===== src/rtl/frsb_pkg.sv =====
// Package for the feathered RGBA seam blend: widths, register codes, stage structs.
// No dependencies; used by the interfaces, the divider step and the top level.
package frsb_pkg;

	localparam int MAX_SPAN  = 4096;
	localparam int SPAN_W    = 12;
	localparam int PIX_W     = 32;
	localparam int CH_N      = 4;
	localparam int CH_W      = 8;
	localparam int WD_W      = SPAN_W + 1;
	localparam int N_W       = SPAN_W + 3;
	localparam int PROD_W    = CH_W + WD_W;
	localparam int REM_W     = WD_W + CH_W + 1;
	localparam int DVS_W     = REM_W - 1;
	localparam int CFG_W     = 32;
	localparam int ADDR_W    = 4;
	localparam int REG_IDX_W = 2;

	typedef enum logic [REG_IDX_W-1:0] {
		REG_H_OVERLAP = 2'd0,
		REG_H_FEATHER = 2'd1,
		REG_V_OVERLAP = 2'd2,
		REG_V_FEATHER = 2'd3
	} reg_idx_t;

	typedef struct packed {
		logic             mix;
		logic [PIX_W-1:0] byp;
	} ctl_t;

	typedef struct packed {
		logic [CH_N-1:0][REM_W-1:0] rem;
		logic [CH_N-1:0][CH_W-1:0]  quo;
		logic [DVS_W-1:0]           dvs;
		ctl_t                       ctl;
	} div_t;

	function automatic logic [SPAN_W-1:0] span_clamp(logic [SPAN_W-1:0] v);
		if (int'(v) > MAX_SPAN - 1)
			return SPAN_W'(MAX_SPAN - 1);
		return v;
	endfunction

endpackage


===== src/rtl/frsb_if.sv =====
// Valid/ready stream interfaces for the pixel input and blended output beats.
// Depends on frsb_pkg for field widths.
interface frsb_in_if;
	logic                         valid;
	logic                         ready;
	logic                         axis;
	logic                         blend_enable;
	logic [frsb_pkg::SPAN_W-1:0]  position;
	logic [frsb_pkg::PIX_W-1:0]   dest_pixel;
	logic [frsb_pkg::PIX_W-1:0]   source_pixel;

	modport source (output valid, axis, blend_enable, position, dest_pixel, source_pixel,
		input ready);
	modport sink (input valid, axis, blend_enable, position, dest_pixel, source_pixel,
		output ready);
endinterface

interface frsb_out_if;
	logic                       valid;
	logic                       ready;
	logic [frsb_pkg::PIX_W-1:0] blended_pixel;

	modport source (output valid, blended_pixel, input ready);
	modport sink (input valid, blended_pixel, output ready);
endinterface


===== src/rtl/frsb_div_step.sv =====
// One restoring division step for all four channels, with its own stage register.
// Depends on frsb_pkg for div_t and widths.
module frsb_div_step (
	input  logic           clk,
	input  logic           arst_n,
	input  logic           in_valid,
	output logic           in_ready,
	input  frsb_pkg::div_t in_data,
	output logic           out_valid,
	input  logic           out_ready,
	output frsb_pkg::div_t out_data
);

	frsb_pkg::div_t nxt;
	frsb_pkg::div_t step_q;
	logic           vld_q;

	always_comb begin
		nxt = in_data;
		for (int c = 0; c < frsb_pkg::CH_N; c++) begin
			if (in_data.rem[c] >= {1'b0, in_data.dvs}) begin
				nxt.rem[c] = in_data.rem[c] - {1'b0, in_data.dvs};
				nxt.quo[c] = {in_data.quo[c][frsb_pkg::CH_W-2:0], 1'b1};
			end else begin
				nxt.quo[c] = {in_data.quo[c][frsb_pkg::CH_W-2:0], 1'b0};
			end
		end
		nxt.dvs = in_data.dvs >> 1;
	end

	assign in_ready  = !vld_q || out_ready;
	assign out_valid = vld_q;
	assign out_data  = step_q;

	always_ff @(posedge clk or negedge arst_n) begin
		if (!arst_n) begin
			vld_q <= 1'b0;
		end else if (in_ready) begin
			vld_q <= in_valid;
		end
	end

	always_ff @(posedge clk) begin
		if (in_ready && in_valid) begin
			step_q <= nxt;
		end
	end

endmodule


===== src/rtl/feathered_rgba_seam_blend.sv =====
// Feathered RGBA8 seam blend: weight stage, product stage, 8-step divider, output register.
// Depends on frsb_pkg, frsb_if.sv and frsb_div_step.
//
//  channel  | dir | beat contents
//  ---------+-----+----------------------------------------------------------
//  pix_in   | in  | axis, blend_enable, position, dest_pixel, source_pixel
//  pix_out  | out | blended_pixel
//  apb      | in  | register write/read, four 12-bit overlap/feather registers
//
// One pixel per cycle sustained while pix_out accepts; each result passes every stage register in order.
// Depth is set by the per-channel rounded division by 2F, one quotient bit per stage.
// Reset clears the stage valid bits and the four registers.
// A stall holds each stage; empty stages keep filling, so bubbles close up.
module feathered_rgba_seam_blend (
	input  logic                          clk,
	input  logic                          arst_n,
	frsb_in_if.sink                       pix_in,
	frsb_out_if.source                    pix_out,
	input  logic                          psel,
	input  logic                          penable,
	input  logic                          pwrite,
	input  logic [frsb_pkg::ADDR_W-1:0]   paddr,
	input  logic [frsb_pkg::CFG_W-1:0]    pwdata,
	output logic [frsb_pkg::CFG_W-1:0]    prdata,
	output logic                          pready
);

	localparam int SW = frsb_pkg::SPAN_W;
	localparam int CN = frsb_pkg::CH_N;
	localparam int CW = frsb_pkg::CH_W;

	logic [SW-1:0] h_ov_q, h_fe_q, v_ov_q, v_fe_q;
	logic          wr;

	assign pready = 1'b1;
	assign wr     = psel && penable && pwrite;

	always_ff @(posedge clk or negedge arst_n) begin
		if (!arst_n) begin
			h_ov_q <= '0;
			h_fe_q <= '0;
			v_ov_q <= '0;
			v_fe_q <= '0;
		end else if (wr) begin
			unique case (frsb_pkg::reg_idx_t'(paddr[3:2]))
				frsb_pkg::REG_H_OVERLAP: h_ov_q <= pwdata[SW-1:0];
				frsb_pkg::REG_H_FEATHER: h_fe_q <= pwdata[SW-1:0];
				frsb_pkg::REG_V_OVERLAP: v_ov_q <= pwdata[SW-1:0];
				frsb_pkg::REG_V_FEATHER: v_fe_q <= pwdata[SW-1:0];
			endcase
		end
	end

	always_comb begin
		unique case (frsb_pkg::reg_idx_t'(paddr[3:2]))
			frsb_pkg::REG_H_OVERLAP: prdata = frsb_pkg::CFG_W'(h_ov_q);
			frsb_pkg::REG_H_FEATHER: prdata = frsb_pkg::CFG_W'(h_fe_q);
			frsb_pkg::REG_V_OVERLAP: prdata = frsb_pkg::CFG_W'(v_ov_q);
			frsb_pkg::REG_V_FEATHER: prdata = frsb_pkg::CFG_W'(v_fe_q);
		endcase
	end

	// Stage 1: weight n/(2F) and pass/mix decision
	logic [SW-1:0]                    pos_c, ov_c, fe_c;
	logic signed [frsb_pkg::N_W-1:0]  n_c;
	logic [frsb_pkg::WD_W-1:0]        wn_c, wd_c;
	frsb_pkg::ctl_t                   ctl_c;
	logic [CW-1:0]                    src_a, dst_a;

	always_comb begin
		pos_c = frsb_pkg::span_clamp(pix_in.position);
		ov_c  = frsb_pkg::span_clamp(pix_in.axis ? v_ov_q : h_ov_q);
		fe_c  = frsb_pkg::span_clamp(pix_in.axis ? v_fe_q : h_fe_q);
		n_c   = $signed({2'b0, pos_c, 1'b0}) - $signed({3'b0, ov_c}) + $signed({3'b0, fe_c});
		if (!pix_in.blend_enable) begin
			wn_c = frsb_pkg::WD_W'(1);
			wd_c = frsb_pkg::WD_W'(1);
		end else if (fe_c == '0) begin
			wd_c = frsb_pkg::WD_W'(1);
			wn_c = ({pos_c, 1'b0} < {1'b0, ov_c}) ? '0 : frsb_pkg::WD_W'(1);
		end else begin
			wd_c = {fe_c, 1'b0};
			priority if (n_c <= 0)
				wn_c = '0;
			else if (n_c >= $signed({2'b0, wd_c}))
				wn_c = wd_c;
			else
				wn_c = n_c[frsb_pkg::WD_W-1:0];
		end
		src_a = pix_in.source_pixel[frsb_pkg::PIX_W-1 -: CW];
		dst_a = pix_in.dest_pixel[frsb_pkg::PIX_W-1 -: CW];
		ctl_c.mix = 1'b0;
		priority if (src_a == '0)
			ctl_c.byp = pix_in.dest_pixel;
		else if (dst_a == '0 || wn_c == wd_c)
			ctl_c.byp = pix_in.source_pixel;
		else if (wn_c == '0)
			ctl_c.byp = pix_in.dest_pixel;
		else begin
			ctl_c.byp = pix_in.dest_pixel;
			ctl_c.mix = 1'b1;
		end
	end

	logic                        v_s1;
	logic [frsb_pkg::PIX_W-1:0]  dst_s1, src_s1;
	logic [frsb_pkg::WD_W-1:0]   wn_s1, wc_s1, wd_s1;
	frsb_pkg::ctl_t              ctl_s1;
	logic                        rdy_s2;

	assign pix_in.ready = !v_s1 || rdy_s2;

	always_ff @(posedge clk or negedge arst_n) begin
		if (!arst_n) begin
			v_s1 <= 1'b0;
		end else if (pix_in.ready) begin
			v_s1 <= pix_in.valid;
		end
	end

	always_ff @(posedge clk) begin
		if (pix_in.ready && pix_in.valid) begin
			dst_s1 <= pix_in.dest_pixel;
			src_s1 <= pix_in.source_pixel;
			wn_s1  <= wn_c;
			wc_s1  <= wd_c - wn_c;
			wd_s1  <= wd_c;
			ctl_s1 <= ctl_c;
		end
	end

	// Stage 2: numerators, rounded dividend and aligned divisor
	frsb_pkg::div_t              div_c;
	logic [frsb_pkg::PROD_W-1:0] pd_c [CN];
	logic [frsb_pkg::PROD_W-1:0] ps_c [CN];

	always_comb begin
		div_c     = '0;
		div_c.ctl = ctl_s1;
		div_c.dvs = frsb_pkg::DVS_W'({wd_s1, 1'b0}) << (CW - 1);
		for (int c = 0; c < CN; c++) begin
			pd_c[c] = frsb_pkg::PROD_W'(dst_s1[c*CW +: CW]) * frsb_pkg::PROD_W'(wc_s1);
			ps_c[c] = frsb_pkg::PROD_W'(src_s1[c*CW +: CW]) * frsb_pkg::PROD_W'(wn_s1);
			div_c.rem[c] = frsb_pkg::REM_W'({pd_c[c] + ps_c[c], 1'b0})
				+ frsb_pkg::REM_W'(wd_s1);
		end
	end

	logic           v_s2;
	frsb_pkg::div_t div_s2;
	logic           step_v   [CW+1];
	logic           step_rdy [CW+1];
	frsb_pkg::div_t step_d   [CW+1];

	assign rdy_s2 = !v_s2 || step_rdy[0];

	always_ff @(posedge clk or negedge arst_n) begin
		if (!arst_n) begin
			v_s2 <= 1'b0;
		end else if (rdy_s2) begin
			v_s2 <= v_s1;
		end
	end

	always_ff @(posedge clk) begin
		if (rdy_s2 && v_s1) begin
			div_s2 <= div_c;
		end
	end

	assign step_v[0] = v_s2;
	assign step_d[0] = div_s2;

	// Stages 3 to 10: one quotient bit per stage, most significant first
	for (genvar k = 0; k < CW; k++) begin : g_div
		frsb_div_step u_step (
			.clk       (clk),
			.arst_n    (arst_n),
			.in_valid  (step_v[k]),
			.in_ready  (step_rdy[k]),
			.in_data   (step_d[k]),
			.out_valid (step_v[k+1]),
			.out_ready (step_rdy[k+1]),
			.out_data  (step_d[k+1])
		);
	end

	// Stage 11: output register
	logic                       v_s11;
	logic [frsb_pkg::PIX_W-1:0] pix_s11;
	logic [frsb_pkg::PIX_W-1:0] pix_c;

	assign step_rdy[CW] = !v_s11 || pix_out.ready;

	always_comb begin
		pix_c = step_d[CW].ctl.byp;
		if (step_d[CW].ctl.mix) begin
			for (int c = 0; c < CN; c++) begin
				pix_c[c*CW +: CW] = step_d[CW].quo[c];
			end
		end
	end

	always_ff @(posedge clk or negedge arst_n) begin
		if (!arst_n) begin
			v_s11 <= 1'b0;
		end else if (step_rdy[CW]) begin
			v_s11 <= step_v[CW];
		end
	end

	always_ff @(posedge clk) begin
		if (step_rdy[CW] && step_v[CW]) begin
			pix_s11 <= pix_c;
		end
	end

	assign pix_out.valid         = v_s11;
	assign pix_out.blended_pixel = pix_s11;

endmodule


===== src/flat_wrapper.sv =====
// flat-port wrapper written by rule: the top's interface ports become plain ports
module feathered_rgba_seam_blend_flat 
  (clk, arst_n, psel, penable, pwrite, paddr, pwdata, prdata, pready, pix_in_valid, pix_in_axis, pix_in_blend_enable, pix_in_position, pix_in_dest_pixel, pix_in_source_pixel, pix_in_ready, pix_out_valid, pix_out_blended_pixel, pix_out_ready);
  frsb_in_if pix_in_i ();
  frsb_out_if pix_out_i ();
  input  logic clk;
  input  logic arst_n;
  input  logic psel;
  input  logic penable;
  input  logic pwrite;
  input  logic [frsb_pkg::ADDR_W-1:0] paddr;
  input  logic [frsb_pkg::CFG_W-1:0] pwdata;
  output logic [frsb_pkg::CFG_W-1:0] prdata;
  output logic pready;
  input wire logic [$bits(pix_in_i.valid)-1:0] pix_in_valid;
  input wire logic [$bits(pix_in_i.axis)-1:0] pix_in_axis;
  input wire logic [$bits(pix_in_i.blend_enable)-1:0] pix_in_blend_enable;
  input wire logic [$bits(pix_in_i.position)-1:0] pix_in_position;
  input wire logic [$bits(pix_in_i.dest_pixel)-1:0] pix_in_dest_pixel;
  input wire logic [$bits(pix_in_i.source_pixel)-1:0] pix_in_source_pixel;
  output wire logic [$bits(pix_in_i.ready)-1:0] pix_in_ready;
  output wire logic [$bits(pix_out_i.valid)-1:0] pix_out_valid;
  output wire logic [$bits(pix_out_i.blended_pixel)-1:0] pix_out_blended_pixel;
  input wire logic [$bits(pix_out_i.ready)-1:0] pix_out_ready;
  assign pix_in_i.valid = pix_in_valid;
  assign pix_in_i.axis = pix_in_axis;
  assign pix_in_i.blend_enable = pix_in_blend_enable;
  assign pix_in_i.position = pix_in_position;
  assign pix_in_i.dest_pixel = pix_in_dest_pixel;
  assign pix_in_i.source_pixel = pix_in_source_pixel;
  assign pix_in_ready = pix_in_i.ready;
  assign pix_out_valid = pix_out_i.valid;
  assign pix_out_blended_pixel = pix_out_i.blended_pixel;
  assign pix_out_i.ready = pix_out_ready;
  feathered_rgba_seam_blend u_core (.clk(clk), .arst_n(arst_n), .pix_in(pix_in_i), .pix_out(pix_out_i), .psel(psel), .penable(penable), .pwrite(pwrite), .paddr(paddr), .pwdata(pwdata), .prdata(prdata), .pready(pready));
endmodule

===== config.mk =====
export PLATFORM = sky130hd
export DESIGN_NAME = feathered_rgba_seam_blend_flat
export DESIGN_NICKNAME = d
export VERILOG_FILES = /design/src/rtl/frsb_pkg.sv /design/src/rtl/frsb_if.sv /design/src/rtl/frsb_div_step.sv /design/src/rtl/feathered_rgba_seam_blend.sv /design/src/flat_wrapper.sv
export SDC_FILE = /design/constraint.sdc
export NUM_CORES = 2
export LEC_CHECK = 0
export BUFFER_PORTS_ARGS = -buffer_cell sky130_fd_sc_hd__buf_2
export CORE_MARGIN = 2
export CORE_UTILIZATION = 56
export CTS_CLUSTER_SIZE = 16
export DETAILED_ROUTE_END_ITERATION = 8
export PLACE_DENSITY = 0.76
export SLEW_MARGIN = 25
export SYNTH_ARGS = -nofsm -noshare
export SYNTH_HDL_FRONTEND = slang
export SYNTH_SLANG_ARGS = --single-unit

===== constraint.sdc =====
create_clock -name clk -period 12.6 [get_ports clk]
set_input_delay 0.63 -clock clk [delete_from_list [all_inputs] [get_ports clk]]
set_output_delay 0.63 -clock clk [all_outputs]
set_load 0.005 [all_outputs]

# Word level (Yosys, flattened, before mapping)
# Index checks and enable logic that the tools add are counted.
dict set report word_totals {
  regBits 1476
  input_bits 121
  out_inout_bits 67
  elab_cells 319
}
dict set report classes {
  addsub 39
  n_mul 8
  n_lt_le_gt_ge 35
  eq_ne 4
  n_mux 74
  reduce_logical 46
}
# operator count
set op_table {}
lappend op_table {{2-to-1 mux 22 bit} 28}
lappend op_table {{multiplier 8 x 13 -> 21 bit} 8}
lappend op_table {{one-hot mux 32 bit (4 select lines)} 1}
lappend op_table {{2-to-1 mux 32 bit} 3}
lappend op_table {{adder 22 x 13 -> 22 bit} 4}
lappend op_table {{greater-or-equal comparator 22 x 14 -> 1 bit} 4}
lappend op_table {{greater-or-equal comparator 22 x 15 -> 1 bit} 4}
lappend op_table {{greater-or-equal comparator 22 x 16 -> 1 bit} 4}
lappend op_table {{greater-or-equal comparator 22 x 17 -> 1 bit} 4}
lappend op_table {{greater-or-equal comparator 22 x 18 -> 1 bit} 4}
lappend op_table {{greater-or-equal comparator 22 x 19 -> 1 bit} 4}
lappend op_table {{greater-or-equal comparator 22 x 20 -> 1 bit} 4}
lappend op_table {{greater-or-equal comparator 22 x 21 -> 1 bit} 4}
lappend op_table {{subtractor 22 x 15 -> 22 bit} 4}
lappend op_table {{subtractor 22 x 16 -> 22 bit} 4}
lappend op_table {{subtractor 22 x 17 -> 22 bit} 4}
lappend op_table {{subtractor 22 x 18 -> 22 bit} 4}
lappend op_table {{subtractor 22 x 19 -> 22 bit} 4}
lappend op_table {{subtractor 22 x 20 -> 22 bit} 4}
lappend op_table {{subtractor 22 x 21 -> 22 bit} 4}
lappend op_table {{adder 21 bit} 4}
lappend op_table {{2-to-1 mux 13 bit} 6}
lappend op_table {{2-to-1 mux 1 bit} 34}
lappend op_table {{2-to-1 mux 12 bit} 2}
lappend op_table {{other kinds (18)} 56}

# Longest topological paths before layout
dict set report depth {
  ltp_word 13
  mapped_depth 40
  depth_no_buf 35
}

# By module
# A second synthesis with hierarchy kept.
dict set report hier_totals {
  hier_cells 12214
  hier_area_um2 129789.5
}
# mod n_inst cells_per_inst area_each_um2 seq_area_each_um2
set by_module_without_submodules {}
lappend by_module_without_submodules {{frsb_div_step (u_core.g_div[0].u_step ...)} 6 1015 10859.2 5220.0}
lappend by_module_without_submodules {feathered_rgba_seam_blend 1 4240 43477.9 10224.8}
lappend by_module_without_submodules {{frsb_div_step (u_core.g_div[7].u_step)} 1 961 10642.7 5220.0}
lappend by_module_without_submodules {{frsb_div_step (u_core.g_div[6].u_step)} 1 923 10513.8 5220.0}

# Worst setup path after synthesis
# No wires, ideal clock.
dict set report synth_path {
  path_kind {flip-flop to flip-flop}
  from {register u_core.g_div[3].u_step.vld_q}
  to {register u_core.g_div[2].u_step.step_q (netlist bit u_core.g_div[2].u_step.out_data[0]), enable pin}
  arrival_time_ps 8083
  t_required_ps 11872
  path_slack_ps 3789
  path_stages_with_launch 2
  path_buffers 0
  cell_sequence {dfrtp_1 > a31oi_1}
}
dict set report synth_between {
  elab_chain_len 4
}
# item line_no
set synth_lines {}
lappend synth_lines {{start, declared} frsb_div_step.sv:16} ;# logic vld_q;
lappend synth_lines {{start signal, assigned} frsb_div_step.sv:39} ;# vld_q <= in_valid;
lappend synth_lines {{zero test 1 bit} frsb_div_step.sv:31} ;# assign in_ready = !vld_q || out_ready;
lappend synth_lines {{logical OR 1 bit (2 in a row)} frsb_div_step.sv:31}
lappend synth_lines {{logical AND 1 bit} frsb_div_step.sv:44} ;# if (in_ready && in_valid) begin
lappend synth_lines {{end signal, assigned} frsb_div_step.sv:45} ;# step_q <= nxt;
lappend synth_lines {{end, declared} frsb_div_step.sv:15} ;# frsb_pkg::div_t step_q;
# Every way passes these cells.
# A chain may end at the register's enable or synchronous reset.

==> results.yml <==
status:
  status: "completed"
timing:
  finalWorstPathRequiredPeriod_ns: 8.58
  finalHoldViolCount: 0
  slew_headroom: 0.286
  totalNegativeSetupSlack_ns: 0
  finalCritPeriodShare: 0.681
  fin_hold_ws_ns: 0.0399
  timing_max_transition_violations_final: 0
  fin_worst_skew_ns: 0.0708
  finalSetupViolCount: 0
  rsz_0062_raised_after_global_routing: "no"
  tightestPinTransition_ns: 1.06
  f_max_mhz: 117
cts:
  cts_tree: "yes"
  clk_latency_ns: 0.82
  cts_root_buf: "clkbuf_16"
  clock_sink_count: 1444
  post_cts_resized: 0
  path_clk_slew_ns: 0.06
  cts_buffers: 153
  number_of_buffers_on_the_longest_clock_path: 3
  post_cts_buffers: 0
  h-tree-depth: 4
global_route:
  grt_pass1_vias: 68116
  use_met1: 0.343
  globalRouteMet2Util: 0.477
  gr-usage-met3: 0.0479
  initial_antenna_violation_count: 13
  grt_busiest_layer: "met2"
  grt-ovfl-total: 0
  grtUsageTotal: 0.279
  grt_max_degree: 139
  first_pass_grt_wire_length_um: 387000
cells_and_area:
  final_net_count: 10641
  syn2layout_area_growth_pct: 9.16
  post_route_cells_drive_above_1_share: 0.0747
  layout.cells.most_common_list: "1385 x edfxtp_1, 1059 x inv_1, 923 x nand2_1"
  final_common_cell: "edfxtp_1"
setup_path:
  critical_path_arrival_ns: 9.13
  max_stage_delay_ns: 0.62
  cp_slowest_cell: "buf_2"
  cp.required_ns: 13.15
  cell_family_with_most_cp_delay: "compound AO/OA/AOI/OAI gates"
  worst-path-buf-inv: 2
  crit_top_cell: "a21oi_1"
  cp_max_fo: 32
  critical_path.startpoint_type: "input pin"
  criticalPathCategory: "input pin to register"
  worst_setup_ep_type: "register"
place:
  globalplace.congestion: 0.961
  place_hpwl_um: 192000
  port-buffer-count: 144
logic_synthesis:
  synth.top_cell.area_share: 0.416
  synth_top_flop_cell: "edfxtp_1"
  post-synth-top-area-cell: "edfxtp_1"
  yosys.cell_types.count: 89
  biggest_area_contributors_in_the_synthesized_netlist: "edfxtp_1 42%, fa_1 14%, ha_1 9.7%"
  syn-mean-instance-area_um2: 11.3
  syn_area_um2: 100000
  synthesized_instance_count: 8866
  number_of_synthesized_flops_with_an_enable_pin: 1385
  synth-warning-count: 0
  synth_seq_area_share: 0.431
  yosys_register_bits: 1444
  ys_async_sr_fraction: 0.0409
routing:
  drt-initial-drc-count: 5159
  drc: 0
  routed_wirelength_um: 252000
  avgViaCountPerCell: 5.80
  drt_first_pass_iters: 6
  detail-route-antenna-nets: 0
  post_drt_wl_per_cell_um: 21.9
  vias: 66884
job:
  cap_viol_max_count: 0
hold_path:
  holdCritPathClass: "input pin to register"
die:
  horizontal_extent_of_the_die_um: 427
  fp.coreArea_um2: 178000
  floorplan.die_area_um2: 182000
  ios: 188
  die_h_um: 427
  row_count: 155
  initial_core_util: 0.562
cell usage after synthesis, types with 59 or more instances:
| master | n |
|---|---|
| nand4_1 | 71 |
| clkbuf_1 | 222 |
| a21boi_0 | 60 |
| inv_1 | 1059 |
| xnor2_1 | 301 |
| nor4_1 | 64 |
| o21ai_0 | 407 |
| nand2_1 | 923 |
| dfrtp_1 | 59 |
| fa_1 | 699 |
| xor2_1 | 196 |
| nand2b_1 | 87 |
| and2_1 | 385 |
| nand3_1 | 76 |
| o21a_1 | 73 |
| nor3_1 | 137 |
| edfxtp_1 | 1385 |
| nor2b_1 | 120 |
| nor2_1 | 426 |
| ha_1 | 779 |
| a21o_1 | 165 |
| a21oi_1 | 369 |
| mux2_2 | 136 |
worst reg2reg max path, delay by kind of cell, from the launching register on:
family | cells | cell delay (ns)
AOI/OAI and AO/OA | 15 | 3.70
xor gates and xnor gates | 2 | 0.28
adders and majority gates | 4 | 1.45
buffers and inverters | 1 | 0.53
DFF | 1 | 0.36
muxes | 2 | 0.63
and+or+nand+nor | 7 | 1.12
logic make-up (layout without fill, tap and decap cells):
group | count (synthesis) | after routing | synth area share
simple gates | 2500 | 2500 | 0.122
fa+ha+maj | 1478 | 1478 | 0.237
flops | 1444 | 1444 | 0.431
compound gates | 1407 | 1407 | 0.0887
buf+inv | 1316 | 1598 | 0.0504
xor+xnor | 498 | 498 | 0.0438
mux | 221 | 221 | 0.0264
other cells | 2 | 27 | 0.0000751
per-layer routing:
layer	up-vias	wire, um	part of all wire
met5	-	27	0.00011
met4	4	13500	0.054
met3	581	16600	0.066
met2	2373	124000	0.49
met1	32961	97700	0.39
li1	30965	-	-
layout make-up:
type	count	area (um2)
antenna	6	15.0
multi-input combinational	6125	52100
sequential	1444	43100
fill	13508	68700
tap	2355	2950
inverter	1060	3980
clock inverter	99	1290
timing repair buffer	258	1720
clock buffer	181	3980
state kept, by name, indices dropped and copies added (netlist names):
signal                         flops
u_core.g_div.u_step.out_data    1087
u_core.div_s2                    130
u_core.ctl_s1                     33
u_core.dst_s1                     32
u_core.pix_out.blended_pixel      32
u_core.src_s1                     32
u_core.wc_s1                      13
u_core.wd_s1                      13
u_core.wn_s1                      13
u_core.h_fe_q                     12
u_core.h_ov_q                     12
u_core.v_fe_q                     12
u_core.v_ov_q                     12
u_core.g_div.u_step.out_valid      8
u_core.pix_out.valid               1
u_core.v_s1                        1
u_core.v_s2                        1
repair_timing:
action / 4_1_cts / 5_1_grt
hold endpoints to repair: 67 / 0
endpoints found under the setup margin: 0 / 0
hold buffers: 51 / 0
per-stage QoR:
stage / util / instance area, um2 / instances / setup slack, ns
global route: 0.614 / 109000 / 11522 / 3.28
detailed placement: 0.581 / 103000 / 11191 / 3.35
global placement: 0.581 / 103000 / 11191 / 3.34
floorplan: - / 100000 / 8885 / 3.79
CTS: 0.613 / 109000 / 11522 / 4.16
finish: 0.614 / 109000 / 11528 / 4.02
path summary, 6_finish.rpt:
path	startpoint	to	slack [ns]	depth (start not counted)
setup / recovery	pix_in_axis	u_core.ctl_s1[21]	4.02	32
hold / removal	pix_in_source_pixel[7]	u_core.src_s1[7]	0.04	1
setup reg to reg	u_core.v_ov_q[0]	u_core.ctl_s1[21]	4.28	31
hold reg to reg	u_core.g_div[5].u_step.out_data[5]	u_core.g_div[6].u_step.out_data[5]	0.39	0
max in group asynchronous	arst_n	u_core.v_ov_q[3]	11.66	2
min in group asynchronous	arst_n	u_core.pix_out.valid	0.39	2
Power is left out: the tool's default activity adds up to more than one toggle a clock period on the data nets, which glitch-free logic cannot reach.
